`src/sv/chck_pkg.sv`:
```
`timescale 1ns / 1ps
// Shared types, constants and functions of the Chaskey counter-mode cipher.
package chck_pkg;

  localparam int unsigned CHCK_BLOCK_BYTES  = 16;
  localparam int unsigned CHCK_ROUNDS       = 16;
  localparam int unsigned CHCK_QUEUE_DEPTH  = 2;
  localparam int unsigned CHCK_RESULT_DEPTH = 2;

  localparam int unsigned CHCK_ROT_A = 27;
  localparam int unsigned CHCK_ROT_B = 24;
  localparam int unsigned CHCK_ROT_C = 16;
  localparam int unsigned CHCK_ROT_D = 19;
  localparam int unsigned CHCK_ROT_E = 25;

  typedef enum logic [1:0] {
    REG_KEY_LOW    = 2'd0,
    REG_KEY_HIGH   = 2'd1,
    REG_NONCE_LOW  = 2'd2,
    REG_NONCE_HIGH = 2'd3
  } chck_reg_e;

  typedef enum logic [1:0] {
    CORE_IDLE,
    CORE_ROUND,
    CORE_WRITE
  } chck_state_e;

  // One classified work item: counter value, data and per-byte XOR enables.
  typedef struct packed {
    logic [127:0]                  ctr;
    logic [127:0]                  data;
    logic [CHCK_BLOCK_BYTES-1:0]   mask;
  } chck_entry_t;

  function automatic logic [31:0] chck_rotr(input logic [31:0] v, input int unsigned s);
    chck_rotr = (v >> s) | (v << (32 - s));
  endfunction

  // One Chaskey round; state is {w3, w2, w1, w0}.
  function automatic logic [127:0] chck_round(input logic [127:0] st);
    logic [31:0] w0, w1, w2, w3;
    w0 = st[31:0];
    w1 = st[63:32];
    w2 = st[95:64];
    w3 = st[127:96];
    w0 = w0 + w1;
    w1 = chck_rotr(w1, CHCK_ROT_A) ^ w0;
    w2 = w2 + w3;
    w3 = chck_rotr(w3, CHCK_ROT_B) ^ w2;
    w2 = w2 + w1;
    w0 = chck_rotr(w0, CHCK_ROT_C) + w3;
    w3 = chck_rotr(w3, CHCK_ROT_D) ^ w0;
    w1 = chck_rotr(w1, CHCK_ROT_E) ^ w2;
    w2 = chck_rotr(w2, CHCK_ROT_C);
    chck_round = {w3, w2, w1, w0};
  endfunction

  function automatic logic [127:0] chck_bswap(input logic [127:0] v);
    for (int j = 0; j < CHCK_BLOCK_BYTES; j++) begin
      chck_bswap[8*j +: 8] = v[8*(CHCK_BLOCK_BYTES-1-j) +: 8];
    end
  endfunction

  // Byte 15 is least significant, carry runs toward byte 0.
  function automatic logic [127:0] chck_ctr_inc(input logic [127:0] c);
    logic [127:0] num;
    num = chck_bswap(c);
    num = num + 128'd1;
    chck_ctr_inc = chck_bswap(num);
  endfunction

  // Enable byte j when j is below the clamped count.
  function automatic logic [CHCK_BLOCK_BYTES-1:0] chck_byte_mask(input logic [4:0] n);
    logic [4:0] n_eff;
    n_eff = (n > 5'(CHCK_BLOCK_BYTES)) ? 5'(CHCK_BLOCK_BYTES) : n;
    for (int j = 0; j < CHCK_BLOCK_BYTES; j++) begin
      chck_byte_mask[j] = (5'(j) < n_eff);
    end
  endfunction

  function automatic logic [127:0] chck_mask_expand(input logic [CHCK_BLOCK_BYTES-1:0] m);
    for (int j = 0; j < CHCK_BLOCK_BYTES; j++) begin
      chck_mask_expand[8*j +: 8] = {8{m[j]}};
    end
  endfunction

endpackage

```
`src/sv/chck_fifo.sv`:
```
`timescale 1ns / 1ps
// Small synchronous queue with push/full and pop/empty sides.
module chck_fifo import chck_pkg::*; #(
  parameter int unsigned DEPTH = CHCK_QUEUE_DEPTH,
  parameter int unsigned WIDTH = 128
) (
  input  logic             clk_i,
  input  logic             rst_ni,
  input  logic             push_i,
  output logic             full_o,
  input  logic [WIDTH-1:0] wdata_i,
  input  logic             pop_i,
  output logic             empty_o,
  output logic [WIDTH-1:0] rdata_o
);

  localparam int unsigned PW = (DEPTH > 1) ? $clog2(DEPTH) : 1;
  localparam int unsigned CW = $clog2(DEPTH + 1);

  logic [WIDTH-1:0] mem_q [DEPTH];
  logic [PW-1:0]    wr_ptr_q, wr_ptr_d, rd_ptr_q, rd_ptr_d;
  logic [CW-1:0]    cnt_q, cnt_d;
  logic             do_push, do_pop;

  assign full_o  = (cnt_q == CW'(DEPTH));
  assign empty_o = (cnt_q == '0);
  assign do_push = push_i && !full_o;
  assign do_pop  = pop_i && !empty_o;
  assign rdata_o = mem_q[rd_ptr_q];

  always_comb begin
    wr_ptr_d = wr_ptr_q;
    rd_ptr_d = rd_ptr_q;
    if (do_push) begin
      wr_ptr_d = (wr_ptr_q == PW'(DEPTH - 1)) ? '0 : wr_ptr_q + 1'b1;
    end
    if (do_pop) begin
      rd_ptr_d = (rd_ptr_q == PW'(DEPTH - 1)) ? '0 : rd_ptr_q + 1'b1;
    end
    unique case ({do_push, do_pop})
      2'b10:   cnt_d = cnt_q + 1'b1;
      2'b01:   cnt_d = cnt_q - 1'b1;
      default: cnt_d = cnt_q;
    endcase
  end

  always_ff @(posedge clk_i or negedge rst_ni) begin
    if (!rst_ni) begin
      wr_ptr_q <= '0;
      rd_ptr_q <= '0;
      cnt_q    <= '0;
    end else begin
      wr_ptr_q <= wr_ptr_d;
      rd_ptr_q <= rd_ptr_d;
      cnt_q    <= cnt_d;
    end
  end

  always_ff @(posedge clk_i) begin
    if (do_push) begin
      mem_q[wr_ptr_q] <= wdata_i;
    end
  end

endmodule

```
`src/sv/chck_front.sv`:
```
`timescale 1ns / 1ps
// Front end: accepts blocks, tracks the running counter, classifies byte counts.
module chck_front import chck_pkg::*; (
  input  logic         clk_i,
  input  logic         rst_ni,
  input  logic         push_i,
  output logic         full_o,
  input  logic [63:0]  block_low_i,
  input  logic [63:0]  block_high_i,
  input  logic [4:0]   valid_bytes_i,
  input  logic         restart_i,
  input  logic [127:0] nonce_i,
  output logic         entry_push_o,
  input  logic         entry_full_i,
  output chck_entry_t  entry_o
);

  logic [127:0] ctr_q, ctr_d, ctr_use;
  logic         accept;

  assign full_o       = entry_full_i;
  assign accept       = push_i && !entry_full_i;
  assign entry_push_o = accept;

  // Reload from the nonce first, then advance only for a non-empty block.
  assign ctr_use = restart_i ? nonce_i : ctr_q;

  always_comb begin
    entry_o.ctr  = ctr_use;
    entry_o.data = {block_high_i, block_low_i};
    entry_o.mask = chck_byte_mask(valid_bytes_i);
    ctr_d        = ctr_q;
    if (accept) begin
      ctr_d = (entry_o.mask != '0) ? chck_ctr_inc(ctr_use) : ctr_use;
    end
  end

  always_ff @(posedge clk_i or negedge rst_ni) begin
    if (!rst_ni) begin
      ctr_q <= '0;
    end else begin
      ctr_q <= ctr_d;
    end
  end

endmodule

```
`src/sv/chck_core.sv`:
```
`timescale 1ns / 1ps
// Back end: Even-Mansour Chaskey keystream on one shared round unit, then the XOR.
module chck_core import chck_pkg::*; (
  input  logic         clk_i,
  input  logic         rst_ni,
  input  logic [127:0] key_i,
  input  logic         entry_valid_i,
  input  chck_entry_t  entry_i,
  output logic         entry_pop_o,
  output logic         res_push_o,
  input  logic         res_full_i,
  output logic [127:0] res_o
);

  localparam int unsigned RW = $clog2(CHCK_ROUNDS);

  chck_state_e                 state_q, state_d;
  logic [RW-1:0]               rnd_q;
  logic [127:0]                w_q;
  logic [127:0]                data_q;
  logic [CHCK_BLOCK_BYTES-1:0] mask_q;
  logic                        load;

  assign entry_pop_o = load;
  assign res_o = data_q ^ ((w_q ^ key_i) & chck_mask_expand(mask_q));

  always_comb begin
    state_d    = state_q;
    load       = 1'b0;
    res_push_o = 1'b0;
    unique case (state_q)
      CORE_IDLE: begin
        load = entry_valid_i;
      end
      CORE_ROUND: begin
        if (rnd_q == RW'(CHCK_ROUNDS - 1)) state_d = CORE_WRITE;
      end
      CORE_WRITE: begin
        res_push_o = !res_full_i;
        if (!res_full_i) begin
          load    = entry_valid_i;
          state_d = CORE_IDLE;
        end
      end
      default: state_d = CORE_IDLE;
    endcase
    // Empty blocks skip the rounds and pass straight through.
    if (load) begin
      state_d = (entry_i.mask == '0) ? CORE_WRITE : CORE_ROUND;
    end
  end

  always_ff @(posedge clk_i or negedge rst_ni) begin
    if (!rst_ni) begin
      state_q <= CORE_IDLE;
      rnd_q   <= '0;
    end else begin
      state_q <= state_d;
      if (load) begin
        rnd_q <= '0;
      end else if (state_q == CORE_ROUND) begin
        rnd_q <= rnd_q + 1'b1;
      end
    end
  end

  always_ff @(posedge clk_i) begin
    if (load) begin
      w_q    <= entry_i.ctr ^ key_i;
      data_q <= entry_i.data;
      mask_q <= entry_i.mask;
    end else if (state_q == CORE_ROUND) begin
      w_q <= chck_round(w_q);
    end
  end

endmodule

```
`src/sv/chaskey_ctr_cipher_unit.sv`:
```
`timescale 1ns / 1ps
// Top level of the Chaskey counter-mode cipher unit.
//
// Usage: write key and nonce through the cfg port (cfg_we_i, cfg_idx_i,
// cfg_data_i) while the unit is idle. Push one 16-byte block per
// transaction with push/full; restart_i reloads the running counter from
// the nonce before that block. Results leave through empty/pop, oldest
// first, one per block.
// Path: a block with a non-zero byte count goes through the item queue,
// the load, the 16 rounds and the write state into the result queue; a
// zero-count block skips the rounds. The single round unit works on one
// block at a time (16 rounds, one per cycle); the key XOR and write-out
// overlap the load of the next block. The front end keeps taking blocks
// until the item queue fills.
// Reset: all queues empty, key, nonce and running counter cleared.
// Stall: when pop is held low the result queue fills, then the round unit
// holds its finished result, then the item queue fills and full rises.
module chaskey_ctr_cipher_unit import chck_pkg::*; #(
  parameter int unsigned QUEUE_DEPTH  = CHCK_QUEUE_DEPTH,
  parameter int unsigned RESULT_DEPTH = CHCK_RESULT_DEPTH
) (
  input  logic        clk_i,
  input  logic        rst_ni,
  input  logic        cfg_we_i,
  input  logic [1:0]  cfg_idx_i,
  input  logic [63:0] cfg_data_i,
  input  logic        push,
  output logic        full,
  input  logic [63:0] block_low_i,
  input  logic [63:0] block_high_i,
  input  logic [4:0]  valid_bytes_i,
  input  logic        restart_i,
  output logic        empty,
  input  logic        pop,
  output logic [63:0] result_low_o,
  output logic [63:0] result_high_o
);

  logic [63:0] key_low_q, key_high_q, nonce_low_q, nonce_high_q;

  chck_entry_t  front_entry, mid_entry;
  logic         mid_push, mid_full, mid_pop, mid_empty;
  logic         res_push, res_full;
  logic [127:0] res_data, res_out;

  // Configuration registers; decode the index by name.
  always_ff @(posedge clk_i or negedge rst_ni) begin
    if (!rst_ni) begin
      key_low_q    <= '0;
      key_high_q   <= '0;
      nonce_low_q  <= '0;
      nonce_high_q <= '0;
    end else if (cfg_we_i) begin
      unique case (chck_reg_e'(cfg_idx_i))
        REG_KEY_LOW:    key_low_q    <= cfg_data_i;
        REG_KEY_HIGH:   key_high_q   <= cfg_data_i;
        REG_NONCE_LOW:  nonce_low_q  <= cfg_data_i;
        REG_NONCE_HIGH: nonce_high_q <= cfg_data_i;
        default: ;
      endcase
    end
  end

  // Front end: counter tracking and byte-count classification.
  chck_front u_front (
    .clk_i         (clk_i),
    .rst_ni        (rst_ni),
    .push_i        (push),
    .full_o        (full),
    .block_low_i   (block_low_i),
    .block_high_i  (block_high_i),
    .valid_bytes_i (valid_bytes_i),
    .restart_i     (restart_i),
    .nonce_i       ({nonce_high_q, nonce_low_q}),
    .entry_push_o  (mid_push),
    .entry_full_i  (mid_full),
    .entry_o       (front_entry)
  );

  // Item queue decouples the front end from the round unit.
  chck_fifo #(
    .DEPTH (QUEUE_DEPTH),
    .WIDTH ($bits(chck_entry_t))
  ) u_item_q (
    .clk_i   (clk_i),
    .rst_ni  (rst_ni),
    .push_i  (mid_push),
    .full_o  (mid_full),
    .wdata_i (front_entry),
    .pop_i   (mid_pop),
    .empty_o (mid_empty),
    .rdata_o (mid_entry)
  );

  // Back end: keystream generation and XOR.
  chck_core u_core (
    .clk_i         (clk_i),
    .rst_ni        (rst_ni),
    .key_i         ({key_high_q, key_low_q}),
    .entry_valid_i (!mid_empty),
    .entry_i       (mid_entry),
    .entry_pop_o   (mid_pop),
    .res_push_o    (res_push),
    .res_full_i    (res_full),
    .res_o         (res_data)
  );

  // Result queue lets the round unit continue while the receiver stalls.
  chck_fifo #(
    .DEPTH (RESULT_DEPTH),
    .WIDTH (128)
  ) u_result_q (
    .clk_i   (clk_i),
    .rst_ni  (rst_ni),
    .push_i  (res_push),
    .full_o  (res_full),
    .wdata_i (res_data),
    .pop_i   (pop),
    .empty_o (empty),
    .rdata_o (res_out)
  );

  assign result_low_o  = res_out[63:0];
  assign result_high_o = res_out[127:64];

  // The round unit never offers a result the queue cannot take.
  a_res_push_room: assert property (@(posedge clk_i) disable iff (!rst_ni)
    res_push |-> !res_full)
    else $error("result pushed into a full result queue");

  // The round unit only draws from a non-empty item queue.
  a_mid_pop_valid: assert property (@(posedge clk_i) disable iff (!rst_ni)
    mid_pop |-> !mid_empty)
    else $error("item queue popped while empty");

  // An accepted block is waiting in the item queue on the next cycle.
  a_accept_lands: assert property (@(posedge clk_i) disable iff (!rst_ni)
    (push && !full) |=> !mid_empty)
    else $error("accepted block missing from item queue");

endmodule
```
`config.mk`:
```
export PLATFORM = sky130hd
export DESIGN_NAME = chaskey_ctr_cipher_unit
export DESIGN_NICKNAME = d
export VERILOG_FILES = /design/src/sv/chck_pkg.sv /design/src/sv/chck_fifo.sv /design/src/sv/chck_front.sv /design/src/sv/chck_core.sv /design/src/sv/chaskey_ctr_cipher_unit.sv
export SDC_FILE = /design/constraint.sdc
export NUM_CORES = 2
export LEC_CHECK = 0
export BUFFER_PORTS_ARGS = -buffer_cell sky130_fd_sc_hd__clkbuf_2
export CAP_MARGIN = 0
export CORE_AREA = 3 3 422 424
export DETAILED_ROUTE_END_ITERATION = 10
export DIE_AREA = 0 0 425 427
export HOLD_SLACK_MARGIN = 0.06
export PLACE_DENSITY_LB_ADDON = 0.12
export SYNTH_ARGS = -nofsm -noshare
export SYNTH_HDL_FRONTEND = slang
export SYNTH_SLANG_ARGS = --single-unit
```
`constraint.sdc`:
```
create_clock -name clk_i -period 15.5 [get_ports clk_i]
set_clock_uncertainty 0.2 [all_clocks]
set_input_delay 0.775 -clock clk_i [delete_from_list [all_inputs] [get_ports clk_i]]
set_output_delay 0.775 -clock clk_i [all_outputs]
set_load 0.05 [all_outputs]
```
# Yosys cells after proc, flatten, opt, wreduce, memory -nomap -nowiden
# Memories as Yosys holds them, arrays and structs flattened.
# Index checks and enable logic that the tools add are counted.
dict set report op_classes {
  shift 0
  multipliers 0
  magnitude_cmp 17
  n_addsub 14
  div_mod_pow 0
  n_reduce_logical 23
  eq_ne 15
  muxes 25
  bitwise 14
}
# op n
set ops {}
lappend ops {{2-to-1 mux 128 bit} 4}
lappend ops {{XOR 128 bit} 3}
lappend ops {{adder 128 x 1 -> 128 bit (second input constant)} 1}
lappend ops {{adder 32 bit} 4}
lappend ops {{AND 128 bit} 1}
lappend ops {{XOR 32 bit} 4}
lappend ops {{bitwise OR 16 x 32 -> 32 bit} 2}
lappend ops {{less-than comparator 4 x 5 -> 1 bit (first input constant)} 8}
lappend ops {{bitwise OR 13 x 32 -> 32 bit} 1}
lappend ops {{bitwise OR 5 x 32 -> 32 bit} 1}
lappend ops {{bitwise OR 7 x 32 -> 32 bit} 1}
lappend ops {{bitwise OR 8 x 32 -> 32 bit} 1}
lappend ops {{less-than comparator 3 x 5 -> 1 bit (first input constant)} 4}
lappend ops {{zero test 16 bit} 1}
lappend ops {{nonzero test 16 bit} 1}
lappend ops {{equality test 2 bit (second input constant)} 7}
lappend ops {{less-than comparator 1 x 5 -> 1 bit (first input constant)} 2}
lappend ops {{less-than comparator 2 x 5 -> 1 bit (first input constant)} 2}
lappend ops {{2-to-1 mux 1 bit} 10}
lappend ops {{equality test 2 x 1 -> 1 bit (second input constant)} 4}
lappend ops {{zero test 2 bit} 4}
lappend ops {{2-to-1 mux 2 bit} 4}
lappend ops {{2-to-1 mux 4 bit} 2}
lappend ops {{case mux 2 bit (2 select lines)} 2}
lappend ops {{17 further kinds} 34}
dict set report totals {
  latchBits 0
  ff_bits 670
  ramBits 800
  in_bits 205
  rom_bits 0
  n_memories 2
  wordCells 126
  out_inout_bits 130
}
# name words word_bits read_ports rd_clocked_by_memory_dff write_ports line_no
set mem_list {}
lappend mem_list {u_item_q.mem_q 2 272 1 0 1 chck_fifo.sv:20} ;# logic [WIDTH-1:0] mem_q [DEPTH];
lappend mem_list {u_result_q.mem_q 2 128 1 0 1 chck_fifo.sv:20}

# Logic depth before layout (Yosys ltp)
dict set report logic_depth {
  word_depth 7
  mapped_depth 27
  ltp_nobuf 22
}

# By module
# From an unflattened synthesis, not the netlist that was laid out.
dict set report hier_totals {
  cells_unflattened 5448
  hier_area_um2 72697.2
}
# module area_per_inst_um2 n_inst seq_area_each_um2 cells_each
set modules_own_cells {}
lappend modules_own_cells {chck_core 20988.9 1 8318.0 2105}
lappend modules_own_cells {{chck_fifo (u_item_q)} 19987.9 1 16435.8 864}
lappend modules_own_cells {chck_front 12210.5 1 3203.1 1519}
lappend modules_own_cells {chaskey_ctr_cipher_unit 10035.9 1 6406.1 544}
lappend modules_own_cells {{chck_fifo (u_result_q)} 9474.1 1 7787.5 416}

# Least setup slack after synthesis
# OpenSTA, ideal clock, no wires.
dict set report synth_timing {
  path_type {input port to flip-flop}
  from {in push}
  to {mem u_item_q.mem_q[0][0] (netlist name) (enable)}
  t_arrival_ns 13.205
  setup_slack_ns 1.183
  required_time_ns 14.388
  setup_ns 0.912
  n_path_buf 4
  stages 7
  cell_sequence {and2_1 > clkbuf_1 > clkinv_1 > clkbuf_1 > clkbuf_1 > buf_1 > nor2_1}
}
dict set report synth_between {
  elab_chain_len 4
}
# element line_no
set synth_rtl {}
lappend synth_rtl {{start: declaration} chaskey_ctr_cipher_unit.sv:27} ;# input logic push,
lappend synth_rtl {{logical AND 1 bit} chck_front.sv:22} ;# assign accept = push_i && !entry_full_i;
lappend synth_rtl {{logical AND 1 bit} chck_fifo.sv:27} ;# assign do_push = push_i && !full_o;
lappend synth_rtl {{2-to-1 mux 1 bit} chck_fifo.sv:60} ;# if (do_push) begin
lappend synth_rtl {{2-to-1 mux 1 bit (not written as such)} chck_fifo.sv:61} ;# mem_q[wr_ptr_q] <= wdata_i;
lappend synth_rtl {{end: declaration} chck_fifo.sv:20}
# Every way passes these cells.

# Worst setup path after layout
dict set report layout_timing {
  from {reg u_core.w_q[33]}
  to {reg u_core.w_q[78] (data pin)}
}
dict set report layout_between {
  elab_chain_len 6
  elab_cells_between_ends 7
  classes_between {2 x add/sub; 2 x mux; 3 x bitwise}
}
# element line_no
set layout_rtl {}
lappend layout_rtl {{start: declaration} chck_core.sv:19} ;# logic [127:0] w_q;
lappend layout_rtl {{start signal: assignment} chck_core.sv:69} ;# w_q <= entry_i.ctr ^ key_i;
lappend layout_rtl {{start signal: assignment} chck_core.sv:73} ;# w_q <= chck_round(w_q);
lappend layout_rtl {{adder 32 bit or bitwise OR 5 x 32 -> 32 bit (tied branches)} {chck_pkg.sv:47, chck_pkg.sv:37}}
lappend layout_rtl {{XOR 32 bit *} chck_pkg.sv:48} ;# w1 = chck_rotr(w1, CHCK_ROT_A) ^ w0;
lappend layout_rtl {{adder 32 bit *} chck_pkg.sv:51} ;# w2 = w2 + w1;
lappend layout_rtl {{bitwise OR 16 x 32 -> 32 bit *} chck_pkg.sv:37} ;# chck_rotr = (v >> s) | (v << (32 - s));
lappend layout_rtl {{2-to-1 mux 128 bit *} chck_core.sv:72} ;# end else if (state_q == CORE_ROUND) begin
lappend layout_rtl {{2-to-1 mux 128 bit *} chck_core.sv:68} ;# if (load) begin
# Mark *: on every way between the ends. The rest lies on a longest branch, timed or not. The select of a mux whose other input is x is not followed.
# A chain may end at the register's enable or synchronous reset.

==> implementation parameters <==
Parameter                              Value

Placed design
  Placed cell count ... ~7700
  Final estimated routing congestion in global placement ... ~1.0
  Detailed Place HPWL ... about 190 mm
  Port-buffer cells ... between 300 and 400

Synth
  Dominant register cell in the synthesized netlist ... sky130_fd_sc_hd__edfxtp_1
  Number of enable-type register cells in the synthesized netlist ... 1072
  Combinational family with the most area after synthesis ... multiplexers
  Synth Warn # ... 0
  Synthesized area divided by synthesized cell count ... between 10 and 15 um^2
  Post-synthesis sequential area ratio ... 0.604
  Total standard cell area after synthesis ... 0.0697 mm^2
  Commonest cells in the netlist ... sky130_fd_sc_hd__edfxtp_1, sky130_fd_sc_hd__mux2_2, sky130_fd_sc_hd__nand2_1
  Dominant cell by count in the synthesized netlist ... sky130_fd_sc_hd__edfxtp_1
  Synth top area share ... 0.462
  Post-synth cell types ... 107
  Post-synthesis net count ... 5483
  Largest area contributor in the netlist ... sky130_fd_sc_hd__edfxtp_1
  Post-Synth Adder-Cell Area ... 0.0241
  Compound-cell area share of the yosys netlist ... 0.0675
  Number of standard cells after synthesis ... about 5000
  Async set-or-reset flop fraction in the synthesized netlist ... 0.271
  Number of synthesized register bits ... about 1500
  Share of cell area taken by muxes after synthesis ... 0.120
  Basic-gate share of the synthesized area counting and, or, nand and nor cells ... 0.0674
  Leading post-synthesis cells by cell area ... sky130_fd_sc_hd__edfxtp_1, sky130_fd_sc_hd__dfrtp_1, sky130_fd_sc_hd__mux2_2
  Synth Area in XOR/XNOR ... 0.0982

STA
  Tightest Pin Transition ... between 1000 and 1500 ps
  Fin crit period ... approximately 7700 ps
  Setup repair after global routing missed its margin ... false
  Final setup fails ... 0
  Number of pins with negative max-slew slack in the final report ... 0
  Sum Neg Setup Slack ... 0 ps
  Final hold violation count ... 0
  Fin Hold WS ... 162 ps
  Share of the clock period used by the worst path after layout ... 0.499
  Peak Freq ... 0.129 GHz
  Relative slew slack ... 0.203

Min path
  Tightest Hold Check Type ... input pin to flop

CTS
  Number of sinks driven by the clock tree ... between 1000 and 1500
  Buffer count from post-CTS setup fixing ... 0
  Clock-pin slew on the worst setup and hold paths ... roughly 60 ps
  Deepest clock path buffer count ... 3
  Source-to-sink clock delay at the later pin of the worst-skew pair ... approximately 840 ps
  TritonCTS clock tree ... done
  Cell chosen for the clock root ... sky130_fd_sc_hd__clkbuf_16
  Number of clock buffers inserted by TritonCTS ... 164
  Max H-tree Level ... 4

Global routing
  First-pass GRT wire length ... roughly 350 mm
  Initial antenna violation count ... between 40 and 50
  Global Route Usage Sum ... 0.274
  Largest net degree at the start of global routing ... roughly 130
  Total congestion overflow after global routing ... 0
  Via count of the first global-routing pass ... between 40000 and 50000

Drt
  Initial detailed-routing violation count ... 4376
  Detailed-route DRC error count ... 0
  Overall via count from detail_route ... ~45000
  Wire length reported by the detailed router ... 251 mm
  Detailed-route wire length per cell ... between 30 and 40 um
  Via density ... between 5 and 6
  Final antenna-violating net count ... 0
  Pre-antenna DRT Iters ... 5

Run
  Max-Cap Viols ... 0

Worst setup path
  Chain of cells forming the critical path ... ha_1, a211oi_1, o21ai_0, a31oi_1, nor2b_1, o21a_1, nor2_1, xnor2_1, xor2_1, ha_1, o21ai_0, o21bai_1, a2111oi_0, nor3_1, o2111ai_1, a41oi_1, o21ai_0, nand2b_1, xnor2_1, a21oi_1
  Setup crit end kind ... flop
  Critical setup path kind ... flop to flop
  Library cell contributing the largest single delay on the critical path ... sky130_fd_sc_hd__a2111oi_0
  Nature of the critical path startpoint ... flop
  Worst Path Required ... 15810 ps
  Data arrival time at the worst-slack endpoint ... ~8000 ps
  Most frequent cell on the critical path ... sky130_fd_sc_hd__o21ai_0
  Crit path max fanout ... 4
  Maximum single-stage delay on the critical path ... 1030 ps

Cells and area
  Layout overhead on the synthesized area ... 15.6%
  Cell Count, Final, Fillers Out ... ~8000
  Fraction of final layout cells with drive strength greater than 1 ... 0.224
  Area taken by flip-flops and latches ... about 0.042 mm^2
  Multi-input combinational cell area ... 0.0264 mm^2
  Nets@finish ... a little under 6000
  Total of fill cells in the finished design ... 15700

Floorplanning
  Starting density of the core ... 0.400
  Core region area ... around 0.17 mm^2
  Die span in x ... roughly 430 um
  Die Y-Extent ... 427 um
  Number of cell rows ... 153
  Boundary pin count ... roughly 340
  Die area ... between 0.15 and 0.2 mm^2

Outcome
  Run status ... finished, final reports clean
## state kept, by name (all words and copies together) (netlist names), 128 cells and up
signal / cells
u_core.data_q: 128
u_result_q.mem_q: 256
u_core.w_q: 128
u_front.ctr_q: 128
u_item_q.mem_q: 544
## layout by cell type (no fill, tap or decap), types with 13 or more instances in the layout
| cell | netlist | final |
|---|---|---|
| sky130_fd_sc_hd__clkbuf_16 | 0 | 168 |
| sky130_fd_sc_hd__clkinv_2 | 0 | 22 |
| sky130_fd_sc_hd__clkbuf_2 | 0 | 332 |
| sky130_fd_sc_hd__dlygate4sd3_1 | 1 | 130 |
| sky130_fd_sc_hd__o21ai_0 | 256 | 256 |
| sky130_fd_sc_hd__a211oi_1 | 22 | 22 |
| sky130_fd_sc_hd__nand3_1 | 99 | 98 |
| sky130_fd_sc_hd__o21bai_1 | 23 | 23 |
| sky130_fd_sc_hd__ha_1 | 128 | 128 |
| sky130_fd_sc_hd__and2_1 | 14 | 14 |
| sky130_fd_sc_hd__nor2b_1 | 34 | 34 |
| sky130_fd_sc_hd__a21oi_1 | 186 | 186 |
| sky130_fd_sc_hd__edfxtp_1 | 1072 | 1072 |
| sky130_fd_sc_hd__o21a_1 | 21 | 21 |
| sky130_fd_sc_hd__o211ai_1 | 13 | 13 |
| sky130_fd_sc_hd__mux2_2 | 594 | 594 |
| sky130_fd_sc_hd__nor4_1 | 15 | 15 |
| sky130_fd_sc_hd__xor2_1 | 319 | 319 |
| sky130_fd_sc_hd__dfrtp_1 | 398 | 396 |
| sky130_fd_sc_hd__nand3b_1 | 29 | 29 |
| sky130_fd_sc_hd__inv_1 | 100 | 99 |
| sky130_fd_sc_hd__xnor2_1 | 429 | 427 |
| sky130_fd_sc_hd__nand2b_1 | 14 | 14 |
| sky130_fd_sc_hd__nand4_1 | 21 | 21 |
| sky130_fd_sc_hd__nor3_1 | 39 | 39 |
| sky130_fd_sc_hd__a32o_1 | 23 | 23 |
| sky130_fd_sc_hd__and3_1 | 25 | 24 |
| sky130_fd_sc_hd__clkbuf_1 | 145 | 45 |
| sky130_fd_sc_hd__buf_4 | 4 | 48 |
| sky130_fd_sc_hd__diode_2 | 0 | 16 |
| sky130_fd_sc_hd__nor2_1 | 177 | 174 |
| sky130_fd_sc_hd__nand2_1 | 442 | 442 |
| sky130_fd_sc_hd__mux2i_1 | 165 | 165 |
| sky130_fd_sc_hd__a21o_1 | 76 | 76 |
| sky130_fd_sc_hd__bufinv_16 | 0 | 13 |
## kinds of logic (layout without fill, tap and decap cells)
kind of cell | count (synthesis) | in the layout
flip-flops | 1470 | 1470
AND/OR/NAND/NOR | 982 | 982
XOR/XNOR | 761 | 761
multiplexers | 760 | 760
AO/OA/AOI/OAI | 746 | 746
buffers and inverters | 295 | 914
adder cells (fa/ha/maj) | 132 | 132
other | 0 | 16
## repair_timing
item,CTS,global route
endpoints found under the setup margin,0,0
hold buffers,130,0
gates resized for setup,0,0
endpoints found under the hold margin,351,0
## cell type report
class,instances,share of cell area
Inverter,102,0.00493
Multi-Input combinational cell,3381,0.327
Tap cell,2325,0.0361
Antenna cell,16,0.000496
Timing Repair Buffer,514,0.0421
Clock buffer,224,0.0561
Clock inverter,74,0.0108
Sequential cell,1470,0.523
## critical path, delay by kind of cell, from the launching register on
family	cells	cell delay (ps)
AO/OA/AOI/OAI	11	3820
XOR/XNOR	3	1450
adder cells (fa/ha/maj)	2	820
flip-flops	1	500
AND/OR/NAND/NOR	4	630
## path summary, 6_finish.rpt
check	start	to	slack (ps)	cells after the start
min	pop	u_result_q.rd_ptr_q$_DFFE_PN0P_	160	3
max	u_core.w_q[33]$_DFFE_PP_	u_core.w_q[78]$_DFFE_PP_	7770	20
max in group asynchronous	rst_ni	key_high_q[18]$_DFFE_PN0P_	12010	5
min in group asynchronous	rst_ni	nonce_low_q[21]$_DFFE_PN0P_	340	2
max reg2reg	u_core.w_q[33]$_DFFE_PP_	u_core.w_q[78]$_DFFE_PP_	7770	20
min reg2reg	u_front.ctr_q[21]$_DFFE_PN0P_	u_front.ctr_q[21]$_DFFE_PN0P_	280	2
## per-stage QoR
step	setup slack, ps	area, um^2	utilization
after global placement	7780	73900	0.424
final	7770	80700	0.463
after global routing	7550	80600	0.463
after floorplan	1180	69700	-
after detailed placement	8010	73900	0.424
after CTS	7990	80600	0.463
## routing by layer
metal,share of wire,track usage,up-vias
met2,0.42,0.394,1696
met1,0.47,0.415,23000
li1,-,-,19800
met4,0.041,0.109,4
met3,0.065,0.0407,352
met5,0.00012,0,-
Power is not shown: default switching activity piles up to over one toggle a cycle in this logic, so the estimate is an artifact.
